`src/hw/rtl/rtu_pkg.sv`:
```
// Route table unit package: field widths, opcodes, status codes, entry layout.
// Used by every file of the route table unit; no dependencies.
package rtu_pkg;

	localparam int ENTRIES_DEF = 64;

	localparam int ADDR_W   = 56;
	localparam int HOPS_W   = 8;
	localparam int TIME_W   = 48;
	localparam int LIFE_W   = 32;
	localparam int OP_W     = 2;
	localparam int STAT_W   = 3;
	localparam int RCNT_W   = 7;
	localparam int CFG_IDX_W = 1;
	localparam int CFG_W    = 32;

	localparam int S_TDATA_W = 168;
	localparam int M_TDATA_W = 72;

	localparam logic [OP_W-1:0] OP_ADV    = 2'd0;
	localparam logic [OP_W-1:0] OP_LOOKUP = 2'd1;
	localparam logic [OP_W-1:0] OP_SWEEP  = 2'd2;
	localparam logic [OP_W-1:0] OP_NONE   = 2'd3;

	localparam logic [STAT_W-1:0] STAT_INSERTED  = 3'd0;
	localparam logic [STAT_W-1:0] STAT_OK        = 3'd1;
	localparam logic [STAT_W-1:0] STAT_IGNORED   = 3'd2;
	localparam logic [STAT_W-1:0] STAT_FULL      = 3'd3;
	localparam logic [STAT_W-1:0] STAT_NOT_FOUND = 3'd4;

	localparam logic [CFG_IDX_W-1:0] CFG_MAX_HOPS = 1'd0;
	localparam logic [CFG_IDX_W-1:0] CFG_LIFETIME = 1'd1;

	localparam logic [HOPS_W-1:0] MAX_HOPS_RST = 8'd16;
	localparam logic [LIFE_W-1:0] LIFETIME_RST = 32'd5000;

	localparam logic [RCNT_W-1:0] RCNT_MAX = 7'd127;

	typedef struct packed {
		logic              valid;
		logic [ADDR_W-1:0] dest;
		logic [ADDR_W-1:0] next_hop;
		logic [HOPS_W-1:0] hops;
		logic [TIME_W-1:0] stamp;
	} entry_t;

	// per-entry compare result
	typedef struct packed {
		logic hit;
		logic vacant;
		logic expired;
	} cmp_t;

endpackage

```
`src/hw/rtl/rtu_entry_cmp.sv`:
```
// Shared per-entry compare unit: key match, free slot and age check.
// Depends on rtu_pkg.
module rtu_entry_cmp import rtu_pkg::*; (
	input  entry_t            entry,
	input  logic [ADDR_W-1:0] dest,
	input  logic [TIME_W-1:0] now,
	input  logic [LIFE_W-1:0] lifetime,
	output cmp_t              res
);

	logic [TIME_W:0] deadline;

	// stamp + lifetime, one bit wider so it cannot wrap
	assign deadline = {1'b0, entry.stamp} + {{(TIME_W+1-LIFE_W){1'b0}}, lifetime};

	assign res.hit     = entry.valid && (entry.dest == dest);
	assign res.vacant  = !entry.valid;
	assign res.expired = entry.valid && (deadline < {1'b0, now});

endmodule

```
`config.mk`:
```
export PLATFORM = sky130hd
export DESIGN_NAME = rtu_entry_cmp
export DESIGN_NICKNAME = d
export VERILOG_FILES = /design/src/hw/rtl/rtu_pkg.sv /design/src/hw/rtl/rtu_entry_cmp.sv
export SDC_FILE = /design/constraint.sdc
export NUM_CORES = 1
export LEC_CHECK = 0
export ABC_AREA = 1
export BUFFER_PORTS_ARGS = -buffer_cell sky130_fd_sc_hd__buf_2
export CAP_MARGIN = 25
export CORE_AREA = 2 2 121 123
export DETAILED_ROUTE_END_ITERATION = 10
export DIE_AREA = 0 0 123 125
export PLACE_DENSITY = 0.67
export SYNTH_ARGS = -nofsm -noshare
export SYNTH_HDL_FRONTEND = slang
export SYNTH_SLANG_ARGS = --single-unit
```
`constraint.sdc`:
```
create_clock -name vclk -period 3.79
set_clock_uncertainty 0.1 [all_clocks]
set_input_delay 0.1895 -clock vclk [all_inputs]
set_output_delay 0.1895 -clock vclk [all_outputs]
set_load 0.02 [all_outputs]
```
Word level (Yosys, flattened, before mapping)
Index checks and enable logic that the tools add are counted.
Widths: inputs -> output; s select.
Word-level totals
  bits in registers: 0
  input bits: 305
  word-level logic and storage cells: 6
Cells by class
  add/sub/neg operators: 1
  order comparisons: 1
  equal/unequal tests: 1
  reductions and logical operators: 3
Operators by type and width (count)
  $eq 56x56->1: 1
  $add 48x32->49: 1
  $lt 49x48->1: 1
  $logic_and 1x1->1: 2
  $logic_not 1->1: 1

Depth between registers and ports, before layout
  word-level depth: 3
  depth in mapped cells: 23
  depth with buffers taken out: 23

Worst setup path after synthesis
No wires, ideal clock.
  path type: input-to-output
  from: input entry[0] (netlist name)
  to: output res[0] (netlist name)
  arrival: 2.826 ns
  setup slack: 0.674 ns
  stages: 21
  buffers on the path: 0
  cell sequence: ha_1 fa_1 nand2_1 nand2_1 and2_4 nand2_2 nand2_2 nand2_1 nand2_2 a21oi_2 o21ai_2 xor2_1 ha_1 a21oi_1 o21ai_0 a21oi_1 o21a_1 nand2_1 inv_1 nor2_1 nor2_1
RTL lines
  from (decl): line rtu_entry_cmp.sv:4  | input entry_t entry,
  to (decl): line rtu_entry_cmp.sv:8  | output cmp_t res

==> results.toml <==
[outcome]
status = "finished, final reports clean"

[floorplanning]
core_um2 = 14200
rows = 44
start_util = 0.344
pin_count = 308
die_h_um = 125
dieArea_um2 = 15400
die_w_um = 123

[yosys]
syn_avg_cell_area_um2 = 5.66
syn_area_um2 = 4880
synth_fp_nets = 1248
synthMuxAreaShare = 0
yosys.area_share.xor_xnor = 0.100
synth_top_family_by_area = "simple AND/OR/NAND/NOR gates"
syn_inst = 863
yosysSeqAreaShare = 0
synthSimpleGateAreaFrac = 0.360
yosys_warnings = 0
ys_types = 45
synth-compound-area-share = 0.200
synthAdderAreaFrac = 0.207

[route]
firstDrtPassIters = 5
via_per_inst = 4.80
wl_met1_um = 7820
num_vias = 6211
routedWlPerCell_um = 12.7
ant_nets = 0
dr_wl_met2_um = 7400
top_layer = "met4"
met3_length_um = 1120
drc = 0
wirelength_um = 16500
drt_iter0_markers = 275

[cells_and_area]
clkbuf_count = 0
final_common_cell = "buf_2"
fin_area_um2 = 6360
fillers = 1578
drive_above_1_share = 0.282
final_nets = 1496
syn_to_final_growth_pct = 30.3
final_cell_mix = "buf_2 (244), nand2_1 (173), inv_1 (166)"
regArea_um2 = 0
nFlopsAndLatches = 0
n_antenna_cell = 0

[power]
p_clk_frac = 0
cellPowerDensity_nw_per_um2 = 138
ir_worst_vdd_v = 0.0000643
p_comb_frac = 1.000
power.leakage_nw = 3.56
p_sw_frac = 0.570
switchingPower_uw = 502
power_frac_seq = 0
intPower_uw = 379

[sta]
worstMarginPinSlew_ps = 465
setup_tns_ps = 0
relSlewSlack = 0.689
min_period_ps = 3530
timing_max_transition_violations_final = 0
hold_viol = 0
finalCritPeriodShare = 0.931
rsz0062_at_grt = "false"
fmax_mhz = 283
setup_viol_count_final = 0

[global_route]
antenna_found_initial = 0
grt_max_degree = 7
track_usage = 0.210
first_global_vias = 5879
gr-total-overflow = 0
grt_first_pass_wirelength_um = 26800

[setup_path]
crit_buf_inv = 3
cp.arrival_ps = 3240
max_stage_delay_ps = 390
cp-start-kind = "input port"
slowest_stage = "fa_2"
worstSetupEndpointType = "primary output"
worstPathRequired_ps = 3500
crit_path_frequent_cell = "nand2_1"
crit_type = "input port to primary output"
critical-path-top-delay-family = "simple AND/OR/NAND/NOR gates"
crit_fanout = 4
worstPathCellList = "buf_2, ha_1, fa_2, nand2_1, nand2_1, nand3_1, nand2_1, nand2_1, nand2_2, a31o_2, xor2_1, ha_1, nand2_1, nor2_1, nand2_1, nor3b_2, nand3_1, nand2_1, inv_1, nor2_1, nor2_1, buf_2"

[placed_design]
placed_area_um2 = 6350
port_buffers = 244
place_hpwl_um = 15300
gp_congestion = 0.943

[worst_hold_path]
hp-class = "input port to primary output"

[job]
maxCapViolCount = 0

[clock_tree]
hold_buffers = 0
==> final timing paths <==
kind / startpoint / endpoint / slack (ps) / depth (start not counted)
worst max-delay path: entry[0] / res[0] / 260 / 22
worst min-delay path: entry[168] / res[1] / 590 / 3
==> per-stage QoR <==
step	hold WS, ps	util	power (mW)	std cells	worst slack, ps
floorplan	363	-	0.573	863	674
global placement	578	0.447	0.861	1293	179
detailed placement	577	0.447	0.871	1293	140
CTS	579	0.447	0.877	1293	124
global route	606	0.448	1.01	1293	32.3
finish	589	0.448	0.881	1293	262
==> synthesized netlist by cell type, drive strengths merged <==
cell type | n | area, um2
a31oi | 4 | 40.0
or2 | 10 | 62.6
a31o | 1 | 8.76
a22oi | 2 | 15.0
xor2 | 31 | 272
nand2 | 193 | 774
xnor2 | 25 | 219
a22o | 9 | 78.8
nor4 | 9 | 56.3
a21boi | 3 | 26.3
o21a | 5 | 37.5
nand3b | 2 | 15.0
nand4 | 14 | 87.6
nor3b | 1 | 7.51
a221oi | 4 | 35.0
o21bai | 5 | 45.0
a21o | 1 | 7.51
nand3 | 38 | 195
o211ai | 1 | 7.51
nor2 | 116 | 490
fa | 1 | 20.0
a211oi | 1 | 7.51
ha | 79 | 988
o221ai | 1 | 8.76
and2 | 2 | 15.0
o21ai | 42 | 221
o2111ai | 2 | 17.5
a21oi | 69 | 353
nor3 | 9 | 55.1
o22ai | 11 | 68.8
inv | 172 | 646
==> area by class of cell <==
type	instances	area, um2	share of cell area
Inverter	172	646	0.101
Timing Repair Buffer	246	1240	0.194
Tap cell	184	230	0.0362
Multi-Input combinational cell	691	4250	0.668
==> power groups by stage <==
stage,Clock [mW],Sequential (mW),Combinational (mW)
floorplan,0,0,0.573
global placement,0,0,0.861
detailed placement,0,0,0.871
CTS,0,0,0.877
global route,0,0,1.01
finish,0,0,0.881
==> metal layers <==
metal | track usage | vias to the layer above
li1 | - | 3309
met5 | 0 | -
met1 | 0.309 | 2668
met4 | 0.0127 | 0
met3 | 0.00776 | 12
met2 | 0.354 | 222
==> logic make-up (layout without fill, tap and decap cells) <==
family,count (synthesis),after routing
compound gates,161,161
xor+xnor,56,56
fa+ha+maj,80,80
buf+inv,172,418
simple gates,394,394
==> tightest hold or removal path, delay by kind of cell <==
family                 cells  cell delay (ps)
buffers and inverters      3              310
==> repair_timing <==
item / 4_1_cts / 5_1_grt
resized for setup: 0 / 3
setup endpoints to repair: 0 / 1
setup buffers: 0 / 0
Note: power is estimated with default switching activity, not from simulation.
