File: src/hw/rtl/rtu_pkg.sv
// Route table unit package: field widths, opcodes, status codes, entry layout.
// Used by every file of the route table unit; no dependencies.
package rtu_pkg;

	localparam int ENTRIES_DEF = 64;

	localparam int ADDR_W   = 56;
	localparam int HOPS_W   = 8;
	localparam int TIME_W   = 48;
	localparam int LIFE_W   = 32;
	localparam int OP_W     = 2;
	localparam int STAT_W   = 3;
	localparam int RCNT_W   = 7;
	localparam int CFG_IDX_W = 1;
	localparam int CFG_W    = 32;

	localparam int S_TDATA_W = 168;
	localparam int M_TDATA_W = 72;

	localparam logic [OP_W-1:0] OP_ADV    = 2'd0;
	localparam logic [OP_W-1:0] OP_LOOKUP = 2'd1;
	localparam logic [OP_W-1:0] OP_SWEEP  = 2'd2;
	localparam logic [OP_W-1:0] OP_NONE   = 2'd3;

	localparam logic [STAT_W-1:0] STAT_INSERTED  = 3'd0;
	localparam logic [STAT_W-1:0] STAT_OK        = 3'd1;
	localparam logic [STAT_W-1:0] STAT_IGNORED   = 3'd2;
	localparam logic [STAT_W-1:0] STAT_FULL      = 3'd3;
	localparam logic [STAT_W-1:0] STAT_NOT_FOUND = 3'd4;

	localparam logic [CFG_IDX_W-1:0] CFG_MAX_HOPS = 1'd0;
	localparam logic [CFG_IDX_W-1:0] CFG_LIFETIME = 1'd1;

	localparam logic [HOPS_W-1:0] MAX_HOPS_RST = 8'd16;
	localparam logic [LIFE_W-1:0] LIFETIME_RST = 32'd5000;

	localparam logic [RCNT_W-1:0] RCNT_MAX = 7'd127;

	typedef struct packed {
		logic              valid;
		logic [ADDR_W-1:0] dest;
		logic [ADDR_W-1:0] next_hop;
		logic [HOPS_W-1:0] hops;
		logic [TIME_W-1:0] stamp;
	} entry_t;

	// per-entry compare result
	typedef struct packed {
		logic hit;
		logic vacant;
		logic expired;
	} cmp_t;

endpackage

File: src/hw/rtl/rtu_seq.sv
// Operation sequencer: walks the table one entry per cycle, tracks the first
// match and first free slot, writes back and forms the result. Depends on rtu_pkg.
module rtu_seq import rtu_pkg::*; #(
	parameter int ENTRIES = ENTRIES_DEF,
	parameter int IDX_W = $clog2(ENTRIES)
) (
	input  logic              clk,
	input  logic              arst_n,
	// item
	input  logic              in_valid,
	output logic              in_ready,
	input  logic [OP_W-1:0]   in_op,
	input  logic [ADDR_W-1:0] in_dest,
	input  logic [HOPS_W-1:0] in_hops,
	input  logic [ADDR_W-1:0] in_nbr,
	input  logic [TIME_W-1:0] in_now,
	input  logic [HOPS_W-1:0] max_hops,
	// table
	output logic              mem_we,
	output logic [IDX_W-1:0]  mem_waddr,
	output entry_t            mem_wdata,
	output logic              mem_re,
	output logic [IDX_W-1:0]  mem_raddr,
	input  entry_t            mem_rdata,
	// compare unit
	output logic [ADDR_W-1:0] key_dest,
	output logic [TIME_W-1:0] key_now,
	input  cmp_t              cmp,
	// result
	output logic              out_valid,
	input  logic              out_ready,
	output logic [STAT_W-1:0] out_status,
	output logic [ADDR_W-1:0] out_next_hop,
	output logic [HOPS_W-1:0] out_hops,
	output logic [RCNT_W-1:0] out_removed
);

	localparam logic [2:0] S_CLEAR = 3'd0;
	localparam logic [2:0] S_IDLE  = 3'd1;
	localparam logic [2:0] S_SCAN  = 3'd2;
	localparam logic [2:0] S_DRAIN = 3'd3;
	localparam logic [2:0] S_FIN   = 3'd4;

	localparam logic [IDX_W-1:0] IDX_LAST = IDX_W'(ENTRIES - 1);

	logic [2:0]        state_q;
	logic [IDX_W-1:0]  idx_q;
	logic [IDX_W-1:0]  idx_s1;
	logic              pend_s1;

	logic [OP_W-1:0]   op_q;
	logic              skip_q;
	logic [ADDR_W-1:0] dest_q;
	logic [HOPS_W-1:0] hops_q;
	logic [ADDR_W-1:0] nbr_q;
	logic [TIME_W-1:0] now_q;

	logic              found_q;
	logic [IDX_W-1:0]  fidx_q;
	logic [HOPS_W-1:0] fhops_q;
	logic [ADDR_W-1:0] fnh_q;
	logic              free_q;
	logic [IDX_W-1:0]  free_idx_q;
	logic [RCNT_W-1:0] removed_q;

	logic              out_valid_q;
	logic [STAT_W-1:0] out_status_q;
	logic [ADDR_W-1:0] out_nh_q;
	logic [HOPS_W-1:0] out_hops_q;
	logic [RCNT_W-1:0] out_removed_q;

	logic [HOPS_W-1:0] inc_hops;
	logic              advance;
	logic              sweep_hit;
	logic              better;
	logic [STAT_W-1:0] res_status;
	logic [ADDR_W-1:0] res_nh;
	logic [HOPS_W-1:0] res_hops;
	logic [RCNT_W-1:0] res_removed;

	assign inc_hops  = in_hops + HOPS_W'(1);
	assign in_ready  = (state_q == S_IDLE);
	assign advance   = (state_q == S_FIN) && (!out_valid_q || out_ready);
	assign sweep_hit = pend_s1 && (op_q == OP_SWEEP) && cmp.expired;
	assign better    = fhops_q > hops_q;

	assign mem_re    = (state_q == S_SCAN);
	assign mem_raddr = idx_q;
	assign key_dest  = dest_q;
	assign key_now   = now_q;

	always_comb begin
		mem_we    = 1'b0;
		mem_waddr = idx_q;
		mem_wdata = '0;
		unique case (state_q)
			S_CLEAR: begin
				mem_we = 1'b1;
			end
			S_SCAN, S_DRAIN: begin
				if (sweep_hit) begin
					mem_we          = 1'b1;
					mem_waddr       = idx_s1;
					mem_wdata       = mem_rdata;
					mem_wdata.valid = 1'b0;
				end
			end
			S_FIN: begin
				if (advance && !skip_q && op_q == OP_ADV) begin
					mem_wdata.valid = 1'b1;
					mem_wdata.dest  = dest_q;
					mem_wdata.stamp = now_q;
					if (found_q) begin
						// equal or better count refreshes; strictly better replaces
						mem_we             = (fhops_q >= hops_q);
						mem_waddr          = fidx_q;
						mem_wdata.next_hop = better ? nbr_q : fnh_q;
						mem_wdata.hops     = better ? hops_q : fhops_q;
					end else begin
						mem_we             = free_q;
						mem_waddr          = free_idx_q;
						mem_wdata.next_hop = nbr_q;
						mem_wdata.hops     = hops_q;
					end
				end
			end
			default: begin
				mem_we = 1'b0;
			end
		endcase
	end

	always_comb begin
		res_status  = STAT_IGNORED;
		res_nh      = '0;
		res_hops    = '0;
		res_removed = '0;
		if (!skip_q) begin
			unique case (op_q)
				OP_ADV: begin
					if (found_q) begin
						res_status = STAT_OK;
					end else if (free_q) begin
						res_status = STAT_INSERTED;
					end else begin
						res_status = STAT_FULL;
					end
				end
				OP_LOOKUP: begin
					if (found_q) begin
						res_status = STAT_OK;
						res_nh     = fnh_q;
						res_hops   = fhops_q;
					end else begin
						res_status = STAT_NOT_FOUND;
					end
				end
				OP_SWEEP: begin
					res_status  = STAT_OK;
					res_removed = removed_q;
				end
				default: begin
					res_status = STAT_IGNORED;
				end
			endcase
		end
	end

	// control
	always_ff @(posedge clk or negedge arst_n) begin
		if (!arst_n) begin
			state_q     <= S_CLEAR;
			idx_q       <= '0;
			pend_s1     <= 1'b0;
			found_q     <= 1'b0;
			free_q      <= 1'b0;
			removed_q   <= '0;
			out_valid_q <= 1'b0;
		end else begin
			if (out_valid_q && out_ready && !advance) begin
				out_valid_q <= 1'b0;
			end
			if (pend_s1) begin
				if (cmp.hit && !found_q) begin
					found_q <= 1'b1;
				end
				if (cmp.vacant && !free_q) begin
					free_q <= 1'b1;
				end
				if (sweep_hit && removed_q != RCNT_MAX) begin
					removed_q <= removed_q + RCNT_W'(1);
				end
			end
			unique case (state_q)
				S_CLEAR: begin
					if (idx_q == IDX_LAST) begin
						idx_q   <= '0;
						state_q <= S_IDLE;
					end else begin
						idx_q <= idx_q + IDX_W'(1);
					end
				end
				S_IDLE: begin
					if (in_valid) begin
						idx_q     <= '0;
						pend_s1   <= 1'b0;
						found_q   <= 1'b0;
						free_q    <= 1'b0;
						removed_q <= '0;
						if (in_op == OP_NONE || (in_op == OP_ADV && inc_hops > max_hops)) begin
							state_q <= S_FIN;
						end else begin
							state_q <= S_SCAN;
						end
					end
				end
				S_SCAN: begin
					pend_s1 <= 1'b1;
					if (idx_q == IDX_LAST) begin
						idx_q   <= '0;
						state_q <= S_DRAIN;
					end else begin
						idx_q <= idx_q + IDX_W'(1);
					end
				end
				S_DRAIN: begin
					pend_s1 <= 1'b0;
					state_q <= S_FIN;
				end
				S_FIN: begin
					if (advance) begin
						out_valid_q <= 1'b1;
						state_q     <= S_IDLE;
					end
				end
				default: begin
					state_q <= S_IDLE;
				end
			endcase
		end
	end

	// payload
	always_ff @(posedge clk) begin
		idx_s1 <= idx_q;
		if (state_q == S_IDLE && in_valid) begin
			op_q   <= in_op;
			skip_q <= (in_op == OP_NONE) || (in_op == OP_ADV && inc_hops > max_hops);
			dest_q <= in_dest;
			hops_q <= inc_hops;
			nbr_q  <= in_nbr;
			now_q  <= in_now;
		end
		if (pend_s1 && cmp.hit && !found_q) begin
			fidx_q  <= idx_s1;
			fhops_q <= mem_rdata.hops;
			fnh_q   <= mem_rdata.next_hop;
		end
		if (pend_s1 && cmp.vacant && !free_q) begin
			free_idx_q <= idx_s1;
		end
		if (advance) begin
			out_status_q  <= res_status;
			out_nh_q      <= res_nh;
			out_hops_q    <= res_hops;
			out_removed_q <= res_removed;
		end
	end

	assign out_valid    = out_valid_q;
	assign out_status   = out_status_q;
	assign out_next_hop = out_nh_q;
	assign out_hops     = out_hops_q;
	assign out_removed  = out_removed_q;

endmodule

File: config.mk
export PLATFORM = sky130hd
export DESIGN_NAME = rtu_seq
export DESIGN_NICKNAME = d
export VERILOG_FILES = /design/src/hw/rtl/rtu_pkg.sv /design/src/hw/rtl/rtu_seq.sv
export SDC_FILE = /design/constraint.sdc
export NUM_CORES = 1
export LEC_CHECK = 0
export BUFFER_PORTS_ARGS = -buffer_cell sky130_fd_sc_hd__buf_4
export CORE_AREA = 4 4 280 282
export CTS_CLUSTER_SIZE = 28
export DETAILED_ROUTE_END_ITERATION = 8
export DIE_AREA = 0 0 284 286
export PLACE_DENSITY = 0.46
export SKIP_CTS_REPAIR_TIMING = 1
export SLEW_MARGIN = 20
export SYNTH_ARGS = -nofsm -noshare
export SYNTH_HDL_FRONTEND = slang
export SYNTH_SLANG_ARGS = --single-unit
File: constraint.sdc
create_clock -name clk -period 5 [get_ports clk]
set_clock_uncertainty 0.2 [all_clocks]
set_input_delay 0.25 -clock clk [delete_from_list [all_inputs] [get_ports clk]]
set_output_delay 0.25 -clock clk [all_outputs]
set_load 0.05 [all_outputs]
# [Word-level counts from Yosys, hierarchy flattened]
# Cells that the tools add are included.
[word_totals] reg_bits=347 inputBits=354 wordCells=123
[op_classes] add_sub_neg=3 order_cmp=3 n_eq_ne=13 muxes=44 bitwise_logic=3 reduce_logical=35
[op_table] operator="169-bit case mux with 2 select lines" n=1
[op_table] operator="169-bit two-way mux" n=1
[op_table] operator="168-bit two-way mux" n=1
[op_table] operator="64-bit two-way mux" n=1
[op_table] operator="56-bit two-way mux" n=1
[op_table] operator="6-bit two-way mux" n=5
[op_table] operator="7-bit two-way mux" n=4
[op_table] operator="6-bit case mux with 2 select lines" n=2
[op_table] operator="3-bit two-way mux" n=6
[op_table] operator="8-bit > comparator" n=2
[op_table] operator="1-bit logical AND" n=16
[op_table] operator="1-bit two-way mux" n=15
[op_table] operator="3-bit case mux with 5 select lines" n=1
[op_table] operator="3-bit case mux with 3 select lines" n=1
[op_table] operator="8-bit by 1-bit adder with 8-bit output, second input constant" n=1
[op_table] operator="8-bit greater-or-equal comparator" n=1
[op_table] operator="8-bit two-way mux" n=1
[op_table] operator="7-bit by 1-bit adder with 7-bit output, second input constant" n=1
[op_table] operator="7-bit inequality test, second input constant" n=1
[op_table] operator="6-bit by 1-bit adder with 6-bit output, second input constant" n=1
[op_table] operator="3-bit by 2-bit equality test with 1-bit output, second input constant" n=2
[op_table] operator="6-bit equality test, second input constant" n=1
[op_table] operator="2-bit inequality test, second input constant" n=3
[op_table] operator="1-bit case mux with 3 select lines" n=2
[op_table] operator="17 further kinds" n=30

# [Logic depth before layout (Yosys ltp)]
# Gate-level depths: netlist (run 1).
[depth] depth_word=8 depth_mapped=10

# [Worst setup path after synthesis (run 1)]
# OpenSTA, ideal clock, no wires.
[synth_path] path_kind="reg-to-reg" start="register state_q[0]" end="register hops_q[0] (enable)" setup_time_ns=0.458 arrival_ns=4.081 t_required_ns=4.342 slack_ns=0.261 stages_incl_launch_ff=4 path_buffers=1 period_less_slack_ns=4.739 cell_sequence="dfrtp_1 -> nor3b_1 -> and2_1 -> buf_2"
[synth_via] elab_chain_cells=2
[synth_rtl] item="start: declaration" line="rtu_seq.sv:46" rtl="logic [2:0] state_q;"
[synth_rtl] item="start signal: assignment" line="rtu_seq.sv:172" rtl="state_q <= S_CLEAR;"
[synth_rtl] item="start signal: assignment" line="rtu_seq.sv:198" rtl="state_q <= S_IDLE;"
[synth_rtl] item="start signal: assignment" line="rtu_seq.sv:211" rtl="state_q <= S_FIN;"
[synth_rtl] item="3-bit by 1-bit equality test with 1-bit output"
[synth_rtl] item="net in_ready" line="rtu_seq.sv:11" rtl="output logic in_ready,"
[synth_rtl] item="1-bit logical AND" line="rtu_seq.sv:246" rtl="if (state_q == S_IDLE && in_valid) begin"
[synth_rtl] item="end signal: assignment" line="rtu_seq.sv:250" rtl="hops_q <= inc_hops;"
[synth_rtl] item="end: declaration" line="rtu_seq.sv:54" rtl="logic [HOPS_W-1:0] hops_q;"
# The timed path passes the listed nets, and every way through them passes these cells.
# A chain may end at the register's enable or synchronous reset.

==> results.md, run 1 <==
- Leaving out fill and tap cells, the most frequent cell in the layout is sky130_fd_sc_hd__buf_4.
- The remaining design rule violation count is 0.
- The half-perimeter wire length after detailed placement is 55700 um.
- The clock-pin slew on the worst setup and hold paths is 0.06 ns.
- The startpoint identified for the worst register-to-register timing path is state_q[0].
- After filler insertion, the fill cell instance count of the layout stands at 7571.
- The endpoint of the worst register-to-register path is key_dest[54].
- In the final routed layout, each cell accounts on average for 24.3 um.
- After synthesis, the cell types taking the most area are sky130_fd_sc_hd__edfxtp_1 (65%), sky130_fd_sc_hd__a22o_1 (6.1%), sky130_fd_sc_hd__o211ai_1 (5.6%).
- The least setup slack across all paths after layout is 1.11 ns.
- The kind of capture point of the worst setup path is an output pin.
- Buffers inserted during clock tree synthesis total 45.
- The path with the worst hold slack has its endpoint at key_now[4].
- Clock latency on the worst-skew pair, taken at its later pin, is 0.57 ns.
- For this run, the slowest stage of the critical path takes 0.78 ns.
- The number of nets at the end of the flow is 2363.
- The H-tree depth is 2.
- The top cell types in the final layout, fill and taps aside, are sky130_fd_sc_hd__buf_4 (725), sky130_fd_sc_hd__edfxtp_1 (321), sky130_fd_sc_hd__dlygate4sd3_1 (243).
- The number of iterations in the first detailed-routing pass is 4.
- The arrival time reported for the critical path endpoint is 3.44 ns.
- In the synthesized netlist the dominant register cell turns out to be sky130_fd_sc_hd__edfxtp_1.
- The depth of the worst hold-timing path is 2.
- The worst setup path is of the flip-flop to output pin kind.
- The final critical-path required period is 3.89 ns.
- The final count of pins violating max slew is 0.
- The placeable core region is 75700 um2.
- The synthesized area divided by synthesized cell count is 14.3 um2.
- The synthesized design contains 321 enable-type register cells.
- TritonCTS built the clock tree.
- The cell area after synthesis is 14900 um2.
- The depth of the worst register-to-register path is 3.
- From bottom edge to top edge, the die measures 286 um.
- During synthesis, Yosys emitted a total of 0 warnings.
- When the netlist entered floorplanning its net count stood at 1413.
- The area of the multi-input gates is 4070 um2.
- For the pin with the worst max-slew slack, the measured transition is 0.936 ns.
- For flop-to-flop paths, the worst setup slack is 2.35 ns.
- The clock passes through at most 3 buffers.
- Summed over all cells, the static leakage comes to 10.1 nW.
- The share of the synthesized area in the top cell type is 0.649.
- The fmax is 257 MHz.
- Input and output buffers added on the ports amount to 715.
- The CTS root buffer is sky130_fd_sc_hd__clkbuf_16.
- The startpoint of the worst hold path is in_now[4].
- The I/O pin count is 717.
- The overall die area is 81200 um2.
- The share of the Yosys chip area taken by registers is 0.691.
- The final total negative setup slack is 0 ns.
- The cell with the largest stage delay on the worst path is sky130_fd_sc_hd__dfrtp_1.
- In the synthesized netlist, the number of instances is 1040.
- The tool flagged a number of max-cap violations equal to 0.
- The register area is 10300 um2.
- Of all cell types, the one taking the most synthesized area is sky130_fd_sc_hd__edfxtp_1.
- The worst ir drop on vdd is 0.307 mV.
- The ratio of final minimum period to clock period is 0.778.
- The number of global-route vias before repair is 12600.
- After the first detailed-routing iteration, the DRC count stood at 600.
- The routed wire length is 73100 um.
- Hold is met by 0.196 ns.
- Detailed routing inserted a total of 12900 vias.
- The initial antenna violation count is 17.
- Yosys mapped the design onto 56 distinct sky130hd cell types.
- The share of cells above drive strength 1 is 0.410.
- Entering global routing, the biggest net connects 83 pins.
- The synthesized design contains 347 register bits.
- The core occupancy in the finished layout is 0.332.
- The synthesis-to-layout area growth is 69.3%.
- The run finished with clean final reports.
- The critical path required time is 4.55 ns.
- The total power divided by cell area is 421 nW/um2.
- Setup violations remaining at the end of the flow were counted as 0.
- Setup repair after global routing left no endpoint under its margin.
- The congestion estimate from routability-driven global placement came to 0.888.
- The count of final hold-check violations is 0.
- The first global-routing pass estimated 98400 um of wire.
- In the global route stage, overall resource usage came out at 0.168.
- Before CTS, the worst setup slack after placement is 1.63 ns.
- In this run the worst path has a maximum fanout of 64.
- The post-route antenna net violation count is 0.
- The tightest min-delay check is of the primary input to flip-flop type.
- The total number of clock tree sinks is 347.
- The initial utilization of the core area, before any placement, comes to 0.196.
- The via count normalized by instance count is 4.30.
- The worst slew margin relative to its limit is 0.375.
- Row generation in the floorplan step produced 101 rows.
- Global routing finished with a remaining overflow of 0.
- For this run, asynchronously set or reset flops after synthesis account for 0.0576.
- The critical path goes through inv_1 > o41ai_4 > buf_4 > o211ai_1 > o211ai_1 > buf_4.
- The die is 284 um wide.
- The worst setup path is launched from a flip-flop.
==> sequential cells by signal (all words and copies together), names as in the netlist, 2 cells and up <==
register	count
key_now	48
out_next_hop	56
op_q	2
out_removed	7
fhops_q	8
hops_q	8
fidx_q	6
out_hops	8
free_idx_q	6
fnh_q	56
key_dest	56
state_q	3
out_status	3
removed_q	7
mem_raddr	6
idx_s1	6
nbr_q	56
==> power by group <==
group	switching [mW]	leakage, nW	internal [mW]
sequential	0.325	3.26	3.81
clock	1.32	0.672	1.77
combinational	2.37	6.16	0.978
==> cells in the mapped netlist, types with 4 or more instances <==
library cell,number
sky130_fd_sc_hd__o21ai_0,8
sky130_fd_sc_hd__nor2b_1,4
sky130_fd_sc_hd__a221o_1,6
sky130_fd_sc_hd__buf_6,4
sky130_fd_sc_hd__clkbuf_1,15
sky130_fd_sc_hd__dfxtp_1,6
sky130_fd_sc_hd__xnor2_1,5
sky130_fd_sc_hd__o21ai_1,4
sky130_fd_sc_hd__buf_4,30
sky130_fd_sc_hd__nand2_1,138
sky130_fd_sc_hd__mux2i_1,7
sky130_fd_sc_hd__nor2_1,27
sky130_fd_sc_hd__nand4_1,8
sky130_fd_sc_hd__ha_1,19
sky130_fd_sc_hd__o211ai_1,111
sky130_fd_sc_hd__a22o_1,104
sky130_fd_sc_hd__o211ai_2,10
sky130_fd_sc_hd__xor2_1,8
sky130_fd_sc_hd__nand3_1,5
sky130_fd_sc_hd__edfxtp_1,321
sky130_fd_sc_hd__buf_2,25
sky130_fd_sc_hd__nor3_1,5
sky130_fd_sc_hd__and2_1,72
sky130_fd_sc_hd__a21oi_1,10
sky130_fd_sc_hd__inv_1,23
sky130_fd_sc_hd__o311ai_1,4
sky130_fd_sc_hd__dfrtp_1,20
sky130_fd_sc_hd__and3_1,4
==> layout make-up <==
| cell class | count | share of cell area |
|---|---|---|
| sequential | 347 | 0.408 |
| timing repair buffer | 979 | 0.322 |
| multi-input combinational | 593 | 0.162 |
| tap | 978 | 0.0487 |
| clock buffer | 53 | 0.0464 |
| clock inverter | 28 | 0.00841 |
| inverter | 24 | 0.00388 |
| antenna | 4 | 0.000398 |
==> routing by layer <==
metal	global-route usage	up-vias	wire, um
met5	0	-	82
met2	0.312	556	38900
met4	0.0393	14	1710
met1	0.187	6317	27400
met3	0.0516	107	4930
li1	-	5943	-
==> cells by family (layout without fill, tap and decap cells) <==
family / after synthesis / after routing / share of synthesized area
XOR/XNOR: 13 / 13 / 0.00767
flip-flops: 347 / 347 / 0.691
AO/OA/AOI/OAI: 278 / 278 / 0.154
adder cells (fa/ha/maj): 19 / 19 / 0.0160
buffers and inverters: 100 / 1084 / 0.0370
multiplexers: 7 / 7 / 0.00472
other: 0 / 4 / 0
AND/OR/NAND/NOR: 276 / 276 / 0.0896
==> metrics by stage <==
stage	instances	area, um2	power [mW]
floorplan	1040	14900	6.12
global placement	2676	21300	7.42
detailed placement	2677	21300	7.45
CTS	2758	22700	10.6
global route	3004	25100	11.0
finish	3006	25100	10.6
==> worst max-delay path by stage <==
stage                from        endpoint  slack, ns  cells past startpoint
2_1_floorplan  state_q[0]       hops_q[0]       0.26                      3
3_3_place_gp      found_q   mem_wdata[78]       1.63                      6
3_5_place_dp      found_q   mem_wdata[53]       1.63                      6
4_1_cts           found_q   mem_wdata[53]       0.98                      6
5_1_grt           found_q  mem_wdata[105]       0.84                      6
6_report          found_q  mem_wdata[105]       1.11                      6
==> critical path: cells and delay by family, from the launching register on <==
kind,cells,cell delay [ns]
compound gates,3,0.72
buf+inv,3,1.26
flops,1,0.78
(Power assumes the default switching activity.)
==> run 2, diff against run 1 <==
==> constraint.sdc (replaced) <==
create_clock -name clk -period 4 [get_ports clk]
set_clock_uncertainty 0.2 [all_clocks]
set_input_delay 0.2 -clock clk [delete_from_list [all_inputs] [get_ports clk]]
set_output_delay 0.2 -clock clk [all_outputs]
set_load 0.05 [all_outputs]
==> run 2 against run 1 <==
  * Die area unchanged
  * Cell count up 0.23%
  * Register-to-register slack lost 0.85 ns
  * First-iteration DRC count is 22% higher
  * Core utilization up 0.15 points
  * Combinational power up 27%
  * Global-route usage is 0.090 points higher
  * Clock power rose by 27%
  * Routed wire length up 0.91%
  * Worst setup slack lost 0.81 ns
  * Design area increased by 0.46%
  * Highest routed layer unchanged
==> results.md, run 2 (synthesis gave the netlist of run 1 again) <==
- The clock latency at the later pin of the worst-skew pair is 0.56 ns.
- Setup violations remaining at the end of the flow were counted as 0.
- The placed cell count is 2680.
- The die covers 81200 um2.
- The first detailed-routing pass ran for 5 iterations.
- TritonCTS created 44 clock buffers.
- The number of buffer and inverter instances along the worst setup path is 2.
- The final cell count without fillers is 3013.
- The number of global-route vias before repair is 12500.
- The worst register-to-register path begins at state_q[1].
- After the first detailed-routing iteration, the DRC count stood at 730.
- After layout, the worst setup slack is 0.302 ns.
- The signal on the critical path passes through nor2b_1 > o21ai_1 > nor3_2 > or2_4 > buf_4 > o211ai_1 > buf_4.
- The root buffer cell chosen for the clock tree is sky130_fd_sc_hd__clkbuf_16.
- The residual overflow from global routing is 0.
- The critical path runs through a total of 7 cells.
- The endpoint of the worst register-to-register path is out_next_hop[33].
- At the worst endpoint, the arrival time is 3.30 ns.
- The post-route antenna net violation count is 0.
- At the end of routability-driven placement, the weighted congestion stood at 0.892.
- Of all nets on the critical path, the largest fanout is 23.
- The critical path required time is 3.60 ns.
- Setup repair after global routing left no endpoint under its margin.
- The net count of the finished layout is 2365.
- The cell with the largest stage delay on the worst path is sky130_fd_sc_hd__dfrtp_1.
- The I/O pin count is 717.
- In the final routed layout, each cell accounts on average for 24.5 um.
- The depth of the worst register-to-register path is 4.
- The worst hold path begins at in_dest[48].
- The stage delay of the slowest cell on the critical path is 0.78 ns.
- The library cell used most frequently in the layout, excluding fill and tap cells, is sky130_fd_sc_hd__buf_4.
- The via count normalized by instance count is 4.30.
- Input and output buffers added on the ports amount to 715.
- The remaining design rule violation count is 0.
- The library cells used most frequently in the layout, excluding fill and tap cells, are sky130_fd_sc_hd__buf_4 (724), sky130_fd_sc_hd__edfxtp_1 (321), sky130_fd_sc_hd__dlygate4sd3_1 (243).
- Detailed routing inserted a total of 13000 vias.
- Measured along the y axis, the die boundary spans 286 um.
- The final count of pins violating max slew is 0.
- Of the available clock period, the critical path in the final layout requires 0.924.
- The smallest clock period supported by the final layout is computed as 3.70 ns.
- The tool flagged a number of max-cap violations equal to 0.
- The kind of capture point of the worst setup path is an output pin.
- The worst min-delay path endpoint is key_dest[48].
- The worst ir drop on vdd is 0.373 mV.
- CTS built an H-tree with a depth of 2.
- The tightest min-delay check is of the primary input to flip-flop type.
- The kind of start point of the critical path is a flip-flop.
- The cell that appears most often on the critical path is sky130_fd_sc_hd__buf_4.
- Of the cells placed in the final design, the portion with a size suffix greater than 1 is 0.412.
- The width of the die is 284 um.
- The number of standard-cell rows in the floorplan is 101.
- The count of final hold-check violations came to 0.
- The initial antenna violation count is 17.
- The half-perimeter wire length after detailed placement is 56700 um.
- The longest clock path from root to sink contains 3 buffers.
- For this run, the total global-route usage over all layers was measured as 0.169.
- The total power divided by cell area is 528 nW/um2.
- The slew at the pin closest to its max-slew limit is 0.694 ns.
- The category of cells accounting for the largest share of critical-path delay is simple AND/OR/NAND/NOR gates.
- For this design the static power due to leakage is 10.1 nW.
- The effective utilization at floorplan is 0.196.
- The critical path is of the flip-flop to output pin type.
- The core occupancy in the finished layout is 0.334.
- Derived from the worst setup path, the maximum achievable clock frequency is 270 MHz.
- The run finished with clean final reports.
- The worst slack at placement is 0.903 ns.
- The worst slew margin relative to its limit is 0.537.
- From synthesis to final layout, the design area changed by 70.0%.
- Setup slack on the worst reg-to-reg path comes out at 1.50 ns.
- The placeable core region is 75700 um2.
- Wires add up to 73800 um.
- For the final routed database, the setup TNS stands at 0 ns.
- The wire length of the first global-routing pass is 98600 um.
- The total number of clock tree sinks is 347.
- The clock tree from TritonCTS is yes.
- The depth of the worst hold-timing path is 2.
- The overall power consumption is 13.3 mW.
- The pin count of the biggest net entering global routing is 84.
- The clock-pin slew on the worst setup and hold paths is 0.06 ns.
run 2: cell types whose count changed in the layout (fill, tap and decap cells not counted), sizes merged:
cell and change:
diode +4, buf +3, clkinvlp +2, bufinv +1, clkinv -4, inv +1
run 2: layout make-up:
cell class | count | area, um2
Inverter | 24 | 97.6
Multi-Input combinational cell | 593 | 4070
Sequential cell | 347 | 10300
Clock buffer | 53 | 1170
Clock inverter | 28 | 245
Fill cell | 7540 | 50400
Tap cell | 978 | 1220
Timing Repair Buffer | 982 | 8170
Antenna cell | 8 | 20.0
run 2: per-stage QoR:
step | area (um2) | hold slack [ns]
2_1_floorplan | 14900 | -0.296
5_1_grt | 25200 | 0.120
3_5_place_dp | 21400 | -0.0954
6_report | 25300 | 0.147
3_3_place_gp | 21400 | -0.0970
4_1_cts | 22800 | -0.726
run 2: worst max path at each step:
stage	slack, ns	startpoint	endpoint
5_1_grt	0.12	op_q[0]	mem_wdata[78]
3_5_place_dp	0.90	state_q[1]	mem_wdata[93]
3_3_place_gp	0.94	op_q[0]	mem_wdata[55]
6_report	0.30	found_q	mem_wdata[71]
2_1_floorplan	0.13	out_valid	mem_wdata[50]
4_1_cts	0.27	state_q[1]	mem_wdata[55]
run 2: layer usage:
| metal | global-route usage | part of all wire | vias up |
|---|---|---|---|
| met1 | 0.193 | 0.38 | 6342 |
| met3 | 0.0474 | 0.067 | 105 |
| met5 | 0 | 0.00069 | - |
| li1 | - | - | 5941 |
| met2 | 0.314 | 0.53 | 556 |
| met4 | 0.0341 | 0.021 | 8 |
run 2: where the power goes:
group          switching [mW]  leakage [nW]  total, mW  internal (mW)
registers               0.412          3.26       5.17           4.75
clock network            1.63         0.682       3.92           2.29
logic                    2.98          6.19       4.26           1.28
==> run 3, diff against run 2 <==
--- a/config.mk
+++ b/config.mk
@@ -6,11 +6,11 @@
 export NUM_CORES = 1
 export LEC_CHECK = 0
 export BUFFER_PORTS_ARGS = -buffer_cell sky130_fd_sc_hd__buf_4
-export CORE_AREA = 4 4 280 282
+export CORE_AREA = 5 5 273 275
 export CTS_CLUSTER_SIZE = 28
 export DETAILED_ROUTE_END_ITERATION = 8
-export DIE_AREA = 0 0 284 286
-export PLACE_DENSITY = 0.46
+export DIE_AREA = 0 0 278 280
+export PLACE_DENSITY = 0.47
 export SKIP_CTS_REPAIR_TIMING = 1
 export SLEW_MARGIN = 20
 export SYNTH_ARGS = -nofsm -noshare
==> run 3 against run 2 <==
  * Clock power fell by 3%
  * First-iteration DRC count is 19% lower
  * Core utilization is 1.4 points higher
  * Design area is 0.77% lower
  * Largest cell class unchanged
  * Worst setup slack improved by 0.048 ns
  * Critical endpoint is now mem_wdata[65]
  * Critical path type unchanged
  * Cell count down 0.93%
  * Via count down 0.25%
  * Routed wire length decreased by 0.12%
  * Highest routed layer unchanged
  * Maximum frequency up 1.3%
  * Die area shrank 4.2%
  * Global-route usage grew 0.62 points
==> results.md, run 3 (synthesis gave the netlist of run 1 again) <==
- The run finished with clean final reports.
- The overall die area is 77800 um2.
- Setup repair after global routing left no endpoint under its margin.
- For this run, the total global-route usage over all layers was measured as 0.175.
- The least setup slack across all paths after layout is 0.351 ns.
- The final layout contains 2363 nets.
- Dividing the detail-routed wire length by the instance count gives 24.7 um.
- The fmax is 274 MHz.
- The wire length of the first global-routing pass is 99000 um.
- By instance count, the cell type seen most on the critical path is sky130_fd_sc_hd__buf_4.
- The met3 wire length is 4710 um.
- In this run the count of I/O pins placed on the die edge is 717.
- In this run the static leakage power is 10.1 nW.
- Subtracting the final worst setup slack from the clock period gives 3.65 ns.
- The critical path is of the flip-flop to output pin type.
- In this design, the stage delay of the slowest critical-path cell is 0.49 ns.
- The startpoint identified for the worst hold timing path is in_now[44].
- The cell with the largest stage delay on the worst path is sky130_fd_sc_hd__or2_4.
- The final total negative setup slack is 0 ns.
- The number of iterations in the first detailed-routing pass is 5.
- Data arrives at the worst endpoint at 3.25 ns.
- The deepest clock path buffer count is 3.
- The count of nets left with antenna violations once routing finished came out at 0.
- The clock reaches the later pin of the worst-skew pair after 0.56 ns.
- The routed wire length is 73700 um.
- The top cell types in the final layout, fill and taps aside, are sky130_fd_sc_hd__buf_4 (731), sky130_fd_sc_hd__edfxtp_1 (321), sky130_fd_sc_hd__dlygate4sd3_1 (241).
- The total power divided by cell area is 526 nW/um2.
- The worst slack at placement is 0.868 ns.
- Entering global routing, the biggest net connects 79 pins.
- The final estimated routing congestion in global placement is 0.900.
- The tightest min-delay check is of the primary input to flip-flop type.
- The floorplan step set the die height to 280 um.
- The detailed router finished its first iteration with 594 violations.
- The worst setup path is launched from a flip-flop.
- The total vias in the final route is 12900.
- Measured along the x axis, the die boundary spans 278 um.
- STA classifies the critical path endpoint as an output pin.
- The setup slack of the most critical reg-to-reg path is 1.50 ns.
- The number of global-route vias before repair is 12800.
- In the final routing, the length of wire on met1 measures 28200 um.
- The worst hold path was traced through 2 stages.
- STA puts the critical path data required time at 3.60 ns.
- The via count normalized by instance count is 4.33.
- The origin of the worst setup path is fhops_q[5].
- The critical register-to-register path startpoint is state_q[1].
- The total overflow left after global routing is 0.
- The number of buffers inserted during clock tree synthesis is 43.
- The slew at the pin closest to its max-slew limit is 1.04 ns.
- The placeable core region is 72100 um2.
- The clock-pin slew on the worst setup and hold paths is 0.06 ns.
- The H-tree generated during clock tree synthesis spans 2 levels.
- Of all nets on the critical path, the largest fanout is 31.
- The tree is rooted in a sky130_fd_sc_hd__clkbuf_16.
- Headroom to the max-slew limit came out at 0.306.
- The top layer reached by signal wires is met5.
- The count of final hold-check violations is 0.
- The share of cells above drive strength 1 is 0.407.
- The worst ir drop on vdd is 0.348 mV.
- The half-perimeter wire length after detailed placement is 57000 um.
- Wire segments on met2 add up to 38500 um in the final route.
- The effective utilization at floorplan is 0.206.
- Relative to the synthesized area, the layout overhead comes to 68.7%.
- The total number of clock tree sinks is 347.
- The initial antenna violation count is 13.
- The signal on the critical path passes through ha_1 > a211oi_2 > o21ai_1 > nor3_2 > buf_4 > or2_4 > buf_12 > o211ai_1 > buf_4.
- The setup violation total in the final timing report is 0.
- The ratio of final minimum period to clock period is 0.912.
- The final count of pins violating max slew is 0.
- TritonCTS built the clock tree.
- The depth of the worst register-to-register path is 4.
- In the routed design, unresolved DRC markers number 0.
- The number of standard-cell rows in the floorplan is 99.
- The library cell used most frequently in the layout, excluding fill and tap cells, is sky130_fd_sc_hd__buf_4.
- The count of input and output buffers is 715.
- The number of maximum-capacitance violations is 0.
==> run 3: report_power, final <==
group	switching [mW]	internal (mW)
Sequential	0.400	4.75
Combinational	2.96	1.28
Clock	1.55	2.24
==> run 3: path summary, 6_finish.rpt <==
path / to
worst max-delay path: mem_wdata[65]
min in group asynchronous: state_q[2]
worst min-delay path: key_now[44]
worst max register to register: out_next_hop[11]
max in group asynchronous: mem_raddr[5]
worst min register to register: fidx_q[1]
==> run 3: final cells by class <==
class / instances / area [um2]
Antenna cell: 5 / 12.5
Clock buffer: 60 / 1180
Clock inverter: 16 / 154
Fill cell: 7211 / 47000
Inverter: 24 / 97.6
Multi-Input combinational cell: 593 / 4070
Sequential cell: 347 / 10300
Tap cell: 959 / 1200
Timing Repair Buffer: 981 / 8080
==> run 3: stage by stage <==
step / power [mW] / hold slack, ns / area (um2) / cells / utilization
2_1_floorplan: 7.63 / -0.296 / 14900 / 1040 / -
4_1_cts: 13.2 / -0.707 / 22600 / 2739 / 0.314
3_3_place_gp: 9.28 / -0.0972 / 21300 / 2663 / 0.295
3_5_place_dp: 9.32 / -0.0862 / 21300 / 2663 / 0.295
5_1_grt: 13.7 / 0.125 / 25100 / 2984 / 0.348
6_report: 13.2 / 0.155 / 25100 / 2985 / 0.348
==> run 3: metal layers <==
metal / vias to the layer above / global-route usage
met5: - / 0
met4: 10 / 0.0501
met3: 102 / 0.0500
met2: 529 / 0.321
met1: 6357 / 0.199
li1: 5922 / -
==> run 3: critical path: cells and delay by family (launching register included) <==
kind	cells	cell delay, ns
adders and majority gates	1	0.32
AOI/OAI and AO/OA	3	0.50
DFF	1	0.42
and+or+nand+nor	2	0.71
buffers and inverters	3	0.71
